### config.mk
export PLATFORM = sky130hd
export DESIGN_NAME = utc_to_local_datetime_text_unit_flat
export DESIGN_NICKNAME = d
export VERILOG_FILES = /design/src/design/utcl_pkg.sv /design/src/design/utcl_in_if.sv /design/src/design/utcl_out_if.sv /design/src/design/utcl_front.sv /design/src/design/utcl_fifo.sv /design/src/design/utcl_back.sv /design/src/design/utc_to_local_datetime_text_unit.sv /design/src/flat_wrapper.sv
export SDC_FILE = /design/constraint.sdc
export NUM_CORES = 1
export LEC_CHECK = 0
export BUFFER_PORTS_ARGS = -buffer_cell sky130_fd_sc_hd__buf_2
export CAP_MARGIN = 20
export CORE_UTILIZATION = 58
export CTS_CLUSTER_DIAMETER = 60
export DETAILED_ROUTE_END_ITERATION = 10
export GPL_TIMING_DRIVEN = 0
export PLACE_DENSITY = 0.84
export SLEW_MARGIN = 20
export SYNTH_ARGS = -nofsm -noshare
export SYNTH_HDL_FRONTEND = slang
export SYNTH_HIERARCHICAL = 1
export SYNTH_SLANG_ARGS = --single-unit
### constraint.sdc
create_clock -name clk_i -period 13.7 [get_ports clk_i]
set_input_delay 0.685 -clock clk_i [delete_from_list [all_inputs] [get_ports clk_i]]
set_output_delay 0.685 -clock clk_i [all_outputs]
set_load 0.01 [all_outputs]
### src/design/utcl_pkg.sv
// shared types, constants and helper functions for the local date-time text unit
`timescale 1ns / 1ps

package utcl_pkg;

  localparam int unsigned TextLen  = 22;
  localparam int unsigned TextIdxW = $clog2(TextLen);

  typedef logic [7:0] char_t;

  localparam char_t CharZero  = 8'h30;
  localparam char_t CharDash  = 8'h2D;
  localparam char_t CharSpace = 8'h20;
  localparam char_t CharColon = 8'h3A;
  localparam char_t CharA     = 8'h41;
  localparam char_t CharP     = 8'h50;
  localparam char_t CharM     = 8'h4D;

  // days per month code, codes outside 1..12 count as 31 days
  localparam logic [4:0] MonthDays [16] = '{
    5'd31, 5'd31, 5'd28, 5'd31, 5'd30, 5'd31, 5'd30, 5'd31,
    5'd31, 5'd30, 5'd31, 5'd30, 5'd31, 5'd31, 5'd31, 5'd31
  };

  // one formatted text line waiting for the serializer
  typedef struct packed {
    logic                      not_set;
    char_t [TextLen-1:0]       text;
  } utcl_job_t;

  function automatic logic [4:0] month_len(input logic [3:0] mo, input logic leap);
    logic [4:0] len;
    len = MonthDays[mo];
    if (mo == 4'd2 && leap) begin
      len = 5'd29;
    end
    return len;
  endfunction

  // two ascii digits of a value below 100, tens in the upper byte
  function automatic logic [15:0] two_digits(input logic [6:0] v);
    logic [14:0] prod;
    logic [3:0]  tens;
    logic [6:0]  ones;
    prod = 15'(v) * 15'd205;
    tens = prod[14:11];
    ones = v - 7'(tens) * 7'd10;
    return {CharZero + {4'b0000, tens}, CharZero + {4'b0000, ones[3:0]}};
  endfunction

endpackage

### src/design/utcl_in_if.sv
// input channel: utc date and time, offset and clock-set flag
`timescale 1ns / 1ps

interface utcl_in_if;
  logic               valid;
  logic               ready;
  logic               clock_set;
  logic [13:0]        year;
  logic [3:0]         month;
  logic [4:0]         day;
  logic [4:0]         hour;
  logic [5:0]         minute;
  logic [5:0]         second;
  logic signed [11:0] offset_minutes;

  modport source (
    output valid, clock_set, year, month, day, hour, minute, second, offset_minutes,
    input  ready
  );

  modport sink (
    input  valid, clock_set, year, month, day, hour, minute, second, offset_minutes,
    output ready
  );
endinterface

### src/design/utcl_out_if.sv
// output channel: one text character per word
`timescale 1ns / 1ps

interface utcl_out_if;
  logic       valid;
  logic       ready;
  logic [7:0] text_char;
  logic       last_char;
  logic       not_set;

  modport source (
    output valid, text_char, last_char, not_set,
    input  ready
  );

  modport sink (
    input  valid, text_char, last_char, not_set,
    output ready
  );
endinterface

### src/design/utcl_front.sv
// front pipeline: offset add, day carry, calendar stepping and text formatting
`timescale 1ns / 1ps

module utcl_front import utcl_pkg::*; (
  input  logic      clk_i,
  input  logic      rst_ni,
  utcl_in_if.sink   in_i,
  output logic      push_o,
  output utcl_job_t job_o,
  input  logic      full_i
);

  localparam int unsigned NumStages = 6;
  localparam int          MinPerDay = 1440;

  typedef struct packed {
    logic               cs;
    logic [4:0]         dd;
    logic [3:0]         mo;
    logic [5:0]         sec;
    logic signed [13:0] total;
    logic [13:0]        yr;
    logic [26:0]        yprod;
    logic [10:0]        tod;
    logic               fwd;
    logic [1:0]         steps;
    logic [7:0]         yhi;
    logic [6:0]         ylo;
    logic               leap;
    logic [4:0]         hh;
    logic [5:0]         mm;
    logic               pm;
    logic [3:0]         h12;
  } stage_t;

  stage_t                 st_q [NumStages];
  stage_t                 st_d [NumStages];
  logic [NumStages-1:0]   vld_q;
  utcl_job_t              job_q, job_d;
  logic                   job_vld_q;
  logic                   adv;

  // one day forward or back, year kept as two base-100 halves
  function automatic stage_t day_step(input stage_t s);
    stage_t r;
    r = s;
    if (s.steps != 2'd0) begin
      r.steps = s.steps - 2'd1;
      if (s.fwd) begin
        if (s.dd >= month_len(s.mo, s.leap)) begin
          r.dd = 5'd1;
          if (s.mo >= 4'd12) begin
            r.mo = 4'd1;
            if (s.ylo == 7'd99) begin
              r.ylo = 7'd0;
              r.yhi = s.yhi + 8'd1;
            end else begin
              r.ylo = s.ylo + 7'd1;
            end
          end else begin
            r.mo = s.mo + 4'd1;
          end
        end else begin
          r.dd = s.dd + 5'd1;
        end
      end else begin
        if (s.dd <= 5'd1) begin
          if (s.mo <= 4'd1) begin
            r.mo = 4'd12;
            // year zero stepping back prints as 9999
            if (s.ylo == 7'd0) begin
              r.ylo = 7'd99;
              r.yhi = (s.yhi == 8'd0) ? 8'd99 : s.yhi - 8'd1;
            end else begin
              r.ylo = s.ylo - 7'd1;
            end
          end else begin
            r.mo = s.mo - 4'd1;
          end
          r.dd = month_len(r.mo, s.leap);
        end else begin
          r.dd = s.dd - 5'd1;
        end
      end
    end
    return r;
  endfunction

  assign adv        = !job_vld_q || !full_i;
  assign in_i.ready = adv;
  assign push_o     = job_vld_q && !full_i;
  assign job_o      = job_q;

  always_comb begin
    logic [11:0] hm;
    logic [13:0] lo_full;
    logic [21:0] tprod;
    logic [10:0] mrem;
    logic [4:0]  h5;

    // minutes of day plus offset, and year times reciprocal of 100
    hm = 12'(in_i.hour) * 12'd60 + 12'(in_i.minute);
    st_d[0]       = '0;
    st_d[0].cs    = in_i.clock_set;
    st_d[0].dd    = in_i.day;
    st_d[0].mo    = in_i.month;
    st_d[0].sec   = in_i.second;
    st_d[0].yr    = in_i.year;
    st_d[0].total = $signed({2'b00, hm}) + {{2{in_i.offset_minutes[11]}}, in_i.offset_minutes};
    st_d[0].yprod = 27'(in_i.year) * 27'd5243;

    // fold total into one day, at most two days either way
    st_d[1] = st_q[0];
    if (st_q[0].total < -14'(MinPerDay)) begin
      st_d[1].tod   = 11'(st_q[0].total + 14'(2 * MinPerDay));
      st_d[1].fwd   = 1'b0;
      st_d[1].steps = 2'd2;
    end else if (st_q[0].total < 14'sd0) begin
      st_d[1].tod   = 11'(st_q[0].total + 14'(MinPerDay));
      st_d[1].fwd   = 1'b0;
      st_d[1].steps = 2'd1;
    end else if (st_q[0].total >= 14'(2 * MinPerDay)) begin
      st_d[1].tod   = 11'(st_q[0].total - 14'(2 * MinPerDay));
      st_d[1].fwd   = 1'b1;
      st_d[1].steps = 2'd2;
    end else if (st_q[0].total >= 14'(MinPerDay)) begin
      st_d[1].tod   = 11'(st_q[0].total - 14'(MinPerDay));
      st_d[1].fwd   = 1'b1;
      st_d[1].steps = 2'd1;
    end else begin
      st_d[1].tod   = 11'(st_q[0].total);
      st_d[1].fwd   = 1'b0;
      st_d[1].steps = 2'd0;
    end
    st_d[1].yhi = st_q[0].yprod[26:19];
    lo_full     = st_q[0].yr - 14'(st_q[0].yprod[26:19]) * 14'd100;
    st_d[1].ylo = lo_full[6:0];
    // century years are leap only when the century count is a multiple of 4
    st_d[1].leap = (lo_full[6:0] == 7'd0) ? (st_q[0].yprod[20:19] == 2'b00)
                                          : (st_q[0].yr[1:0] == 2'b00);

    st_d[2] = day_step(st_q[1]);
    st_d[3] = day_step(st_q[2]);

    // hour = tod / 60 by reciprocal
    st_d[4]    = st_q[3];
    tprod      = 22'(st_q[3].tod) * 22'd1093;
    st_d[4].hh = tprod[20:16];

    st_d[5]    = st_q[4];
    mrem       = st_q[4].tod - 11'(st_q[4].hh) * 11'd60;
    st_d[5].mm = mrem[5:0];
    st_d[5].pm = (st_q[4].hh >= 5'd12);
    if (st_q[4].hh > 5'd12) begin
      h5 = st_q[4].hh - 5'd12;
    end else if (st_q[4].hh == 5'd0) begin
      h5 = 5'd12;
    end else begin
      h5 = st_q[4].hh;
    end
    st_d[5].h12 = h5[3:0];
    if (st_q[4].yhi >= 8'd100) begin
      st_d[5].yhi = st_q[4].yhi - 8'd100;
    end

    job_d.not_set  = !st_q[5].cs;
    {job_d.text[0], job_d.text[1]}   = two_digits(st_q[5].yhi[6:0]);
    {job_d.text[2], job_d.text[3]}   = two_digits(st_q[5].ylo);
    job_d.text[4]                    = CharDash;
    {job_d.text[5], job_d.text[6]}   = two_digits({3'b000, st_q[5].mo});
    job_d.text[7]                    = CharDash;
    {job_d.text[8], job_d.text[9]}   = two_digits({2'b00, st_q[5].dd});
    job_d.text[10]                   = CharSpace;
    {job_d.text[11], job_d.text[12]} = two_digits({3'b000, st_q[5].h12});
    job_d.text[13]                   = CharColon;
    {job_d.text[14], job_d.text[15]} = two_digits({1'b0, st_q[5].mm});
    job_d.text[16]                   = CharColon;
    {job_d.text[17], job_d.text[18]} = two_digits({1'b0, st_q[5].sec});
    job_d.text[19]                   = CharSpace;
    job_d.text[20]                   = st_q[5].pm ? CharP : CharA;
    job_d.text[21]                   = CharM;
  end

  always_ff @(posedge clk_i or negedge rst_ni) begin
    if (!rst_ni) begin
      vld_q     <= '0;
      job_vld_q <= 1'b0;
    end else if (adv) begin
      vld_q     <= {vld_q[NumStages-2:0], in_i.valid};
      job_vld_q <= vld_q[NumStages-1];
    end
  end

  always_ff @(posedge clk_i) begin
    if (adv) begin
      for (int i = 0; i < NumStages; i++) begin
        st_q[i] <= st_d[i];
      end
      job_q <= job_d;
    end
  end

endmodule

### src/design/utcl_fifo.sv
// short queue of formatted lines between the front pipeline and the serializer
`timescale 1ns / 1ps

module utcl_fifo import utcl_pkg::*; #(
  parameter int unsigned Depth = 2
) (
  input  logic      clk_i,
  input  logic      rst_ni,
  input  logic      push_i,
  input  utcl_job_t job_i,
  output logic      full_o,
  output logic      valid_o,
  output utcl_job_t job_o,
  input  logic      pop_i
);

  localparam int unsigned PtrW = $clog2(Depth);
  localparam int unsigned CntW = $clog2(Depth + 1);

  utcl_job_t       mem_q [Depth];
  logic [PtrW-1:0] wr_q, rd_q;
  logic [CntW-1:0] cnt_q;
  logic            do_push, do_pop;

  assign full_o  = (cnt_q == CntW'(Depth));
  assign valid_o = (cnt_q != '0);
  assign job_o   = mem_q[rd_q];
  assign do_push = push_i && !full_o;
  assign do_pop  = pop_i && valid_o;

  always_ff @(posedge clk_i or negedge rst_ni) begin
    if (!rst_ni) begin
      wr_q  <= '0;
      rd_q  <= '0;
      cnt_q <= '0;
    end else begin
      if (do_push) begin
        wr_q <= (wr_q == PtrW'(Depth - 1)) ? '0 : wr_q + 1'b1;
      end
      if (do_pop) begin
        rd_q <= (rd_q == PtrW'(Depth - 1)) ? '0 : rd_q + 1'b1;
      end
      case ({do_push, do_pop})
        2'b10:   cnt_q <= cnt_q + 1'b1;
        2'b01:   cnt_q <= cnt_q - 1'b1;
        default: cnt_q <= cnt_q;
      endcase
    end
  end

  always_ff @(posedge clk_i) begin
    if (do_push) begin
      mem_q[wr_q] <= job_i;
    end
  end

endmodule

### src/design/utcl_back.sv
// serializer: sends one queued line as a run of characters, one per word
`timescale 1ns / 1ps

module utcl_back import utcl_pkg::*; (
  input  logic       clk_i,
  input  logic       rst_ni,
  input  logic       job_valid_i,
  input  utcl_job_t  job_i,
  output logic       pop_o,
  utcl_out_if.source out_o
);

  logic [TextIdxW-1:0] idx_q;
  logic                valid_q;
  char_t               char_q;
  logic                last_q;
  logic                ns_q;
  logic                load;
  logic                at_end;

  assign load   = job_valid_i && (!valid_q || out_o.ready);
  // a not-set line is a single word
  assign at_end = job_i.not_set || (idx_q == TextIdxW'(TextLen - 1));
  assign pop_o  = load && at_end;

  assign out_o.valid     = valid_q;
  assign out_o.text_char = char_q;
  assign out_o.last_char = last_q;
  assign out_o.not_set   = ns_q;

  always_ff @(posedge clk_i or negedge rst_ni) begin
    if (!rst_ni) begin
      valid_q <= 1'b0;
      idx_q   <= '0;
    end else if (load) begin
      valid_q <= 1'b1;
      idx_q   <= at_end ? '0 : idx_q + 1'b1;
    end else if (out_o.ready) begin
      valid_q <= 1'b0;
    end
  end

  always_ff @(posedge clk_i) begin
    if (load) begin
      char_q <= job_i.not_set ? '0 : job_i.text[idx_q];
      last_q <= at_end;
      ns_q   <= job_i.not_set;
    end
  end

endmodule

### src/design/utc_to_local_datetime_text_unit.sv
// top level: utc date-time plus offset to 12-hour local text
//
// in_i takes one utc date and time with a signed offset in minutes and a
// clock-set flag per word. out_o returns 22 ascii words per item,
// "YYYY-MM-DD HH:MM:SS AM", last_char marking the final one; an item with
// clock_set low gives a single word with text_char 0 and not_set high.
// The first word of an item passes through the front pipeline's stage and
// job registers, the line queue, then the output register. The serializer
// sends one character per cycle while out_o.ready is high; a not-set item
// gives one word. The front pipeline takes a word every cycle until its
// job register holds a line and the QueueDepth-entry line queue is full,
// so up to 7 + QueueDepth items can be taken ahead of the serializer.
// When out_o.ready is low the output word holds, the serializer waits, and
// the queue then the front pipeline fill before in_i.ready drops.
// Reset (rst_ni low, asynchronous) empties the pipeline, queue and output
// register; no item is lost or repeated across a stall.
`timescale 1ns / 1ps

module utc_to_local_datetime_text_unit import utcl_pkg::*; #(
  parameter int unsigned QueueDepth = 2
) (
  input  logic       clk_i,
  input  logic       rst_ni,
  utcl_in_if.sink    in_i,
  utcl_out_if.source out_o
);

  utcl_job_t push_job, head_job;
  logic      push, full, head_valid, pop;

  utcl_front u_front (
    .clk_i  (clk_i),
    .rst_ni (rst_ni),
    .in_i   (in_i),
    .push_o (push),
    .job_o  (push_job),
    .full_i (full)
  );

  utcl_fifo #(
    .Depth (QueueDepth)
  ) u_fifo (
    .clk_i   (clk_i),
    .rst_ni  (rst_ni),
    .push_i  (push),
    .job_i   (push_job),
    .full_o  (full),
    .valid_o (head_valid),
    .job_o   (head_job),
    .pop_i   (pop)
  );

  utcl_back u_back (
    .clk_i       (clk_i),
    .rst_ni      (rst_ni),
    .job_valid_i (head_valid),
    .job_i       (head_job),
    .pop_o       (pop),
    .out_o       (out_o)
  );

endmodule
### src/flat_wrapper.sv
// flat-port wrapper written by rule: the top's interface ports become plain ports
module utc_to_local_datetime_text_unit_flat import utcl_pkg::*;
#(
  parameter int unsigned QueueDepth = 2
)
  (clk_i, rst_ni, in_i_valid, in_i_clock_set, in_i_year, in_i_month, in_i_day, in_i_hour, in_i_minute, in_i_second, in_i_offset_minutes, in_i_ready, out_o_valid, out_o_text_char, out_o_last_char, out_o_not_set, out_o_ready);
  utcl_in_if in_i_i ();
  utcl_out_if out_o_i ();
  input  logic clk_i;
  input  logic rst_ni;
  input wire logic [$bits(in_i_i.valid)-1:0] in_i_valid;
  input wire logic [$bits(in_i_i.clock_set)-1:0] in_i_clock_set;
  input wire logic [$bits(in_i_i.year)-1:0] in_i_year;
  input wire logic [$bits(in_i_i.month)-1:0] in_i_month;
  input wire logic [$bits(in_i_i.day)-1:0] in_i_day;
  input wire logic [$bits(in_i_i.hour)-1:0] in_i_hour;
  input wire logic [$bits(in_i_i.minute)-1:0] in_i_minute;
  input wire logic [$bits(in_i_i.second)-1:0] in_i_second;
  input wire logic [$bits(in_i_i.offset_minutes)-1:0] in_i_offset_minutes;
  output wire logic [$bits(in_i_i.ready)-1:0] in_i_ready;
  output wire logic [$bits(out_o_i.valid)-1:0] out_o_valid;
  output wire logic [$bits(out_o_i.text_char)-1:0] out_o_text_char;
  output wire logic [$bits(out_o_i.last_char)-1:0] out_o_last_char;
  output wire logic [$bits(out_o_i.not_set)-1:0] out_o_not_set;
  input wire logic [$bits(out_o_i.ready)-1:0] out_o_ready;
  assign in_i_i.valid = in_i_valid;
  assign in_i_i.clock_set = in_i_clock_set;
  assign in_i_i.year = in_i_year;
  assign in_i_i.month = in_i_month;
  assign in_i_i.day = in_i_day;
  assign in_i_i.hour = in_i_hour;
  assign in_i_i.minute = in_i_minute;
  assign in_i_i.second = in_i_second;
  assign in_i_i.offset_minutes = in_i_offset_minutes;
  assign in_i_ready = in_i_i.ready;
  assign out_o_valid = out_o_i.valid;
  assign out_o_text_char = out_o_i.text_char;
  assign out_o_last_char = out_o_i.last_char;
  assign out_o_not_set = out_o_i.not_set;
  assign out_o_i.ready = out_o_ready;
  utc_to_local_datetime_text_unit #(.QueueDepth(QueueDepth)) u_core (.clk_i(clk_i), .rst_ni(rst_ni), .in_i(in_i_i), .out_o(out_o_i));
endmodule
; ---- Word level (Yosys, flattened, before mapping)
; Memories as Yosys holds them, arrays and structs flattened.
; Cells that the tools add are included.
[word_totals]
mem_bits_ro = 320
ff_bits = 148
memories = 6
ramBits = 944
[classes]
mux = 81
addsub = 54
eq_ne = 10
order_cmp = 20
reduce_logical = 29
n_bitwise = 4
n_mul = 19
[memory_table]
columns = name, words, word_bits, read_ports, rd_ports_with_merged_regs, write_ports, line_no
row1 = u_core.u_front.st_q, 6, 117, 6, 0, 6, utcl_front.sv:36  ; stage_t st_q [NumStages];
row2 = u_core.u_fifo.mem_q, 2, 121, 1, 0, 1, utcl_fifo.sv:20  ; utcl_job_t mem_q [Depth];
row3 = (no name shown), 16, 5, 1, 0, 0, utcl_pkg.sv:33  ; len = MonthDays[mo];
row4 = (no name shown), 16, 5, 1, 0, 0, utcl_pkg.sv:33
row5 = (no name shown), 16, 5, 1, 0, 0, utcl_pkg.sv:33
row6 = (no name shown), 16, 5, 1, 0, 0, utcl_pkg.sv:33
[ops]
columns = cell, count
row1 = $mux 15, 10
row2 = $mux 5, 22
row3 = $mux 4, 16
row4 = $mux 8, 8
row5 = $add 6x4->7 const A, 9
row6 = $mux 14, 4
row7 = $bmux 8 s5, 1
row8 = $mux 9, 4
row9 = $mux 17, 2
row10 = $mul 7x8->15 const B, 2
row11 = $mul 6x8->14 const B, 2
row12 = $mux 7, 4
row13 = $sub 4x4->4, 7
row14 = $mul 14x13->27 const B, 1
row15 = $mul 4x8->12 const B, 2
row16 = $add 11x11->11 const B, 2
row17 = $sub 11x11->11 const B, 2
row18 = $logic_not 7->1, 3
row19 = $mul 11x11->21 const B, 1
row20 = $ge 5x5->1 const B, 4
row21 = $not 4->5, 4
row22 = $add 8x1->8 const B, 2
row23 = $eq 4x2->1 const B, 4
row24 = $logic_not 8->1, 2
row25 = 51 further kinds, 99

; ---- Longest topological paths before layout
; An unclocked memory read counts as a cell.
[logic_depth]
depth_word = 14
ltp_mapped = 19
depth_no_buf = 19

; ---- Hierarchy
; Netlist, hierarchy kept.
[by_module_without_submodules]
columns = module, instances, cells_per_inst, area_each_um2, seq_area_each_um2
row1 = utcl_front, 1, 2219, 24671.2, 9514.1
row2 = utcl_fifo, 1, 569, 13392.8, 10730.3
row3 = utcl_back, 1, 225, 2174.6, 450.4

; ---- Worst setup path before layout
; Ideal clock, no wire load.
[synth_timing]
kind = reg-to-reg
from = register u_core.u_fifo.cnt_q[0]
to = memory u_core/u_fifo/mem_q[0][0] in the netlist's numbering (enable)
setup_time_ns = 0.716
arrival_time_ns = 8.143
required_time_ns = 12.984
path_slack_ns = 4.841
path_stages_with_launch = 6
synth_period_minus_slack_ns = 8.859
path_cell_list = dfrtp_1 -> nand2b_1 -> inv_1 -> nor2b_1 -> nand2_1 -> nor2_1
[synth_between]
elab_chain_cells = 6
[synth_rtl]
columns = element, line_no
row1 = "start, declared", utcl_fifo.sv:22  ; logic [CntW-1:0] cnt_q;
row2 = "start signal, assigned", utcl_fifo.sv:44  ; 2'b10: cnt_q <= cnt_q + 1'b1;
row3 = "start signal, assigned", utcl_fifo.sv:45  ; 2'b01: cnt_q <= cnt_q - 1'b1;
row4 = "start signal, assigned", utcl_fifo.sv:46  ; default: cnt_q <= cnt_q;
row5 = $eq 2x2->1, utcl_fifo.sv:25  ; assign full_o = (cnt_q == CntW'(Depth));
row6 = named net u_core.full, utc_to_local_datetime_text_unit.sv:29  ; logic push, full, head_valid, pop;
row7 = $logic_not 1->1, utcl_front.sv:91  ; assign push_o = job_vld_q && !full_i;
row8 = $logic_and 1x1->1, utcl_front.sv:91
row9 = named net u_core.push, utc_to_local_datetime_text_unit.sv:29
row10 = $logic_and 1x1->1, utcl_fifo.sv:28  ; assign do_push = push_i && !full_o;
row11 = $mux 1, utcl_fifo.sv:52  ; if (do_push) begin
row12 = $mux 1 (implied by the code), utcl_fifo.sv:53  ; mem_q[wr_q] <= job_i;
row13 = "end, declared", utcl_fifo.sv:20
; The timed path passes the listed nets, and every way through them passes these cells.

==> impl_metrics.ini <==
[final_layout]
antennaDiodeCount = 0
fillCellCount = 4681
most-common-layout-cells = 675 x edfxtp_1, 410 x ha_1, 368 x inv_1
postLayoutCoreUtil = 0.656
layout.cells.most_common = edfxtp_1
layoutNonFillerInstCount = 4288
finalNetCount = 3880
post_route_cells_drive_above_1_share = 0.177
syn2layout_area_growth_pct = 11.8

[clock_network]
clock_latency_ps = 620
clock-root-buffer = clkbuf_16
numCtsBuffers = 73
ctsResizeCount = 0
cts_max_level = 3
ctsHoldBuffers = 1
clk_transition_reported_paths_ps = 60
tritoncts = built
clk_path_buf_depth = 3
postCtsSetupBuffers = 0
cts_sinks = 692

[logic_synthesis]
syn_area_sq_um = 40200
post_synth_inst_count = 3013
synth_cell_types = 89
syn_area_per_cell_sq_um = 13.4
seq_area_frac_synth = 0.514
post_synth_mux_area_share = 0.0854
synth_fa_ha_area_frac = 0.185
largest_family_of_logic_cells_by_synthesized_area = adder cells
synth_edf_count = 675
async_reset_ff_frac = 0.0246
synth_compound_area_frac = 0.0661
ys_ff_latch = 692
synth_xor_area_frac = 0.0235
synth-warning-count = 6
synthSimpleGateAreaFrac = 0.0559
synthFlopType = edfxtp_1

[sta]
fin_hold_ws_ps = 250
final-max-slew-violation-count = 0
final.period_utilization = 0.364
slew_headroom = 0.279
clock-skew-final_ps = 15.5
grt_setup_unrepaired = false
total_setup_violations_reported_at_the_end_of_the_flow = 0
final_hold_viol_count = 0
setup_tns_ps = 0
worst-slew-pin-transition_ps = 1070
layout_min_cycle_time_ps = 4980
max_freq_mhz = 201

[placement]
final_hpwl_dp_mm = 51.4
dpl.cell_count = 4153
port-buffer-count = 68
gpl.final_weighted_congestion = 0.895

[setup_path]
reg2regPathDepth = 18
worst-path-max-fanout = 6
startpoint_type = input port
arrival_ps = 5320
critical_path_class = input port to flip-flop
worstPathRequired_ps = 14040
worst_setup_path_end_kind = flip-flop
regToRegSetupSlack_ps = 9020
endpoint_of_the_worst_register_to_register_path = u_core/u_front/job_o[11]
r2r_start = u_core/u_front/st_q[5][28]

[die]
core-area_sq_um = 68600
die-area_sq_um = 70400
die-width_um = 265
die_y_um = 265
ports = 69
rows = 96
initial_core_util = 0.587

[run_status]
run_status = finished, final reports clean

[drt]
detail-route-antenna-nets = 0
drtPass1Iterations = 6
drt_drc_violations_left = 0
vias_per_inst = 5.51
wl_per_cell_um = 17.0
vias = 23629
postRouteWirelength_mm = 72.9
detailedRoute.firstIterationViolations = 1702

[global_routing]
grt_first_pass_wirelength_mm = 121
globalRoute.totalOverflow = 0
grt_start_max_net_pins = 63
grt.total_usage = 0.213
number_of_global_route_vias_before_repair = 24618
grt_antenna_before_repair = 0

[min_path]
worstHoldPathType = input port to flip-flop
min_to = u_core/u_front/st_q[0][116]
worst_hold_startpoint = in_i_clock_set
timing.hold.worst_path_depth = 1

[flow_run]
cap_violations = 0
==> synthesized netlist by cell type (26+ instances only) <==
| cell | number | area share |
|---|---|---|
| o21ai_0 | 94 | 0.012 |
| mux2i_1 | 61 | 0.015 |
| xor2_1 | 33 | 0.0072 |
| edfxtp_1 | 675 | 0.50 |
| ha_1 | 410 | 0.13 |
| nor3_1 | 44 | 0.0055 |
| nand3_1 | 54 | 0.0067 |
| fa_1 | 115 | 0.057 |
| nand2_1 | 80 | 0.0075 |
| mux2_4 | 101 | 0.038 |
| inv_1 | 368 | 0.034 |
| nand4_1 | 26 | 0.0040 |
| mux2_2 | 84 | 0.024 |
| buf_4 | 135 | 0.025 |
| xnor2_1 | 75 | 0.016 |
| clkbuf_1 | 33 | 0.0031 |
| a21oi_1 | 122 | 0.015 |
| nor2_1 | 94 | 0.0088 |
==> area by class of cell <==
type                    instances  area [sq um]  share of cell area
clock buffers                  84          1920              0.0427
inverters                     369          1390              0.0308
repair buffers                 84           718              0.0160
flip-flops and latches        692         20700               0.460
clock inverters                50           433             0.00963
well taps                     931          1160              0.0259
multi-input cells            1874         17200               0.383
plain buffers                 204          1430              0.0317
==> metal layers <==
layer  global-route usage  wire (um)
met1                0.256      29500
met2                0.388      37800
met3               0.0347       3460
met4               0.0709       2100
met5                    0          0
==> how the worst max path moves through the flow <==
| stage | from | to | slack, ps | cells after the start |
|---|---|---|---|---|
| after floorplan | u_core/u_fifo/cnt_q[0] | u_core/u_fifo/mem_q[0][0] | 4840 | 5 |
| after global placement | u_core/u_fifo/cnt_q[0] | u_core/u_fifo/mem_q[0][3] | 840 | 5 |
| after detailed placement | in_i_year[8] | u_core/u_front/st_q[0][72] | 8160 | 18 |
| after CTS | in_i_year[8] | u_core/u_front/st_q[0][72] | 8770 | 18 |
| after global routing | in_i_year[8] | u_core/u_front/st_q[0][72] | 8580 | 18 |
| final | in_i_year[8] | u_core/u_front/st_q[0][72] | 8720 | 18 |
==> critical path, stage by stage <==
cell,delay [ps]
buf_2,170
ha_1,340
inv_1,70
fa_1,500
inv_1,60
fa_1,500
inv_1,50
fa_1,480
fa_1,540
inv_1,40
ha_1,310
a211oi_1,340
o211ai_1,150
a22oi_1,310
a41oi_1,200
o21a_1,240
nor4_1,240
a311oi_1,80
==> state kept, by name (all words and copies together) (netlist names) <==
signal / flops
u_core/u_fifo/cnt_q: 2
u_core/u_back/idx_q: 5
u_core/u_fifo/rd_q: 1
u_core/u_front/vld_q: 6
u_core/u_back/out_o.text_char: 8
u_core/u_back/out_o.last_char: 1
u_core/u_back/out_o.not_set: 1
u_core/u_front/job_vld_q: 1
u_core/u_fifo/mem_q: 354
u_core/u_front/st_q: 262
u_core/u_fifo/wr_q: 1
u_core/u_front/job_o: 49
u_core/u_back/out_o.valid: 1
==> kinds of logic after synthesis <==
| family | Yosys count |
|---|---|
| and+or+nand+nor | 433 |
| adders and majority gates | 525 |
| buffers and inverters | 573 |
| other | 2 |
| DFF | 692 |
| xor gates and xnor gates | 108 |
| muxes | 262 |
| AOI/OAI and AO/OA | 418 |
==> stage by stage <==
| stage | worst slack [ps] | area [sq um] |
|---|---|---|
| 2_1_floorplan | 4840 | 40700 |
| 3_3_place_gp | 840 | 42200 |
| 3_5_place_dp | 8160 | 42600 |
| 4_1_cts | 8770 | 45000 |
| 5_1_grt | 8580 | 45000 |
| 6_report | 8720 | 45000 |
Power is left out: the tool's default activity adds up to more than one toggle a clock period on the data nets, which glitch-free logic cannot reach.
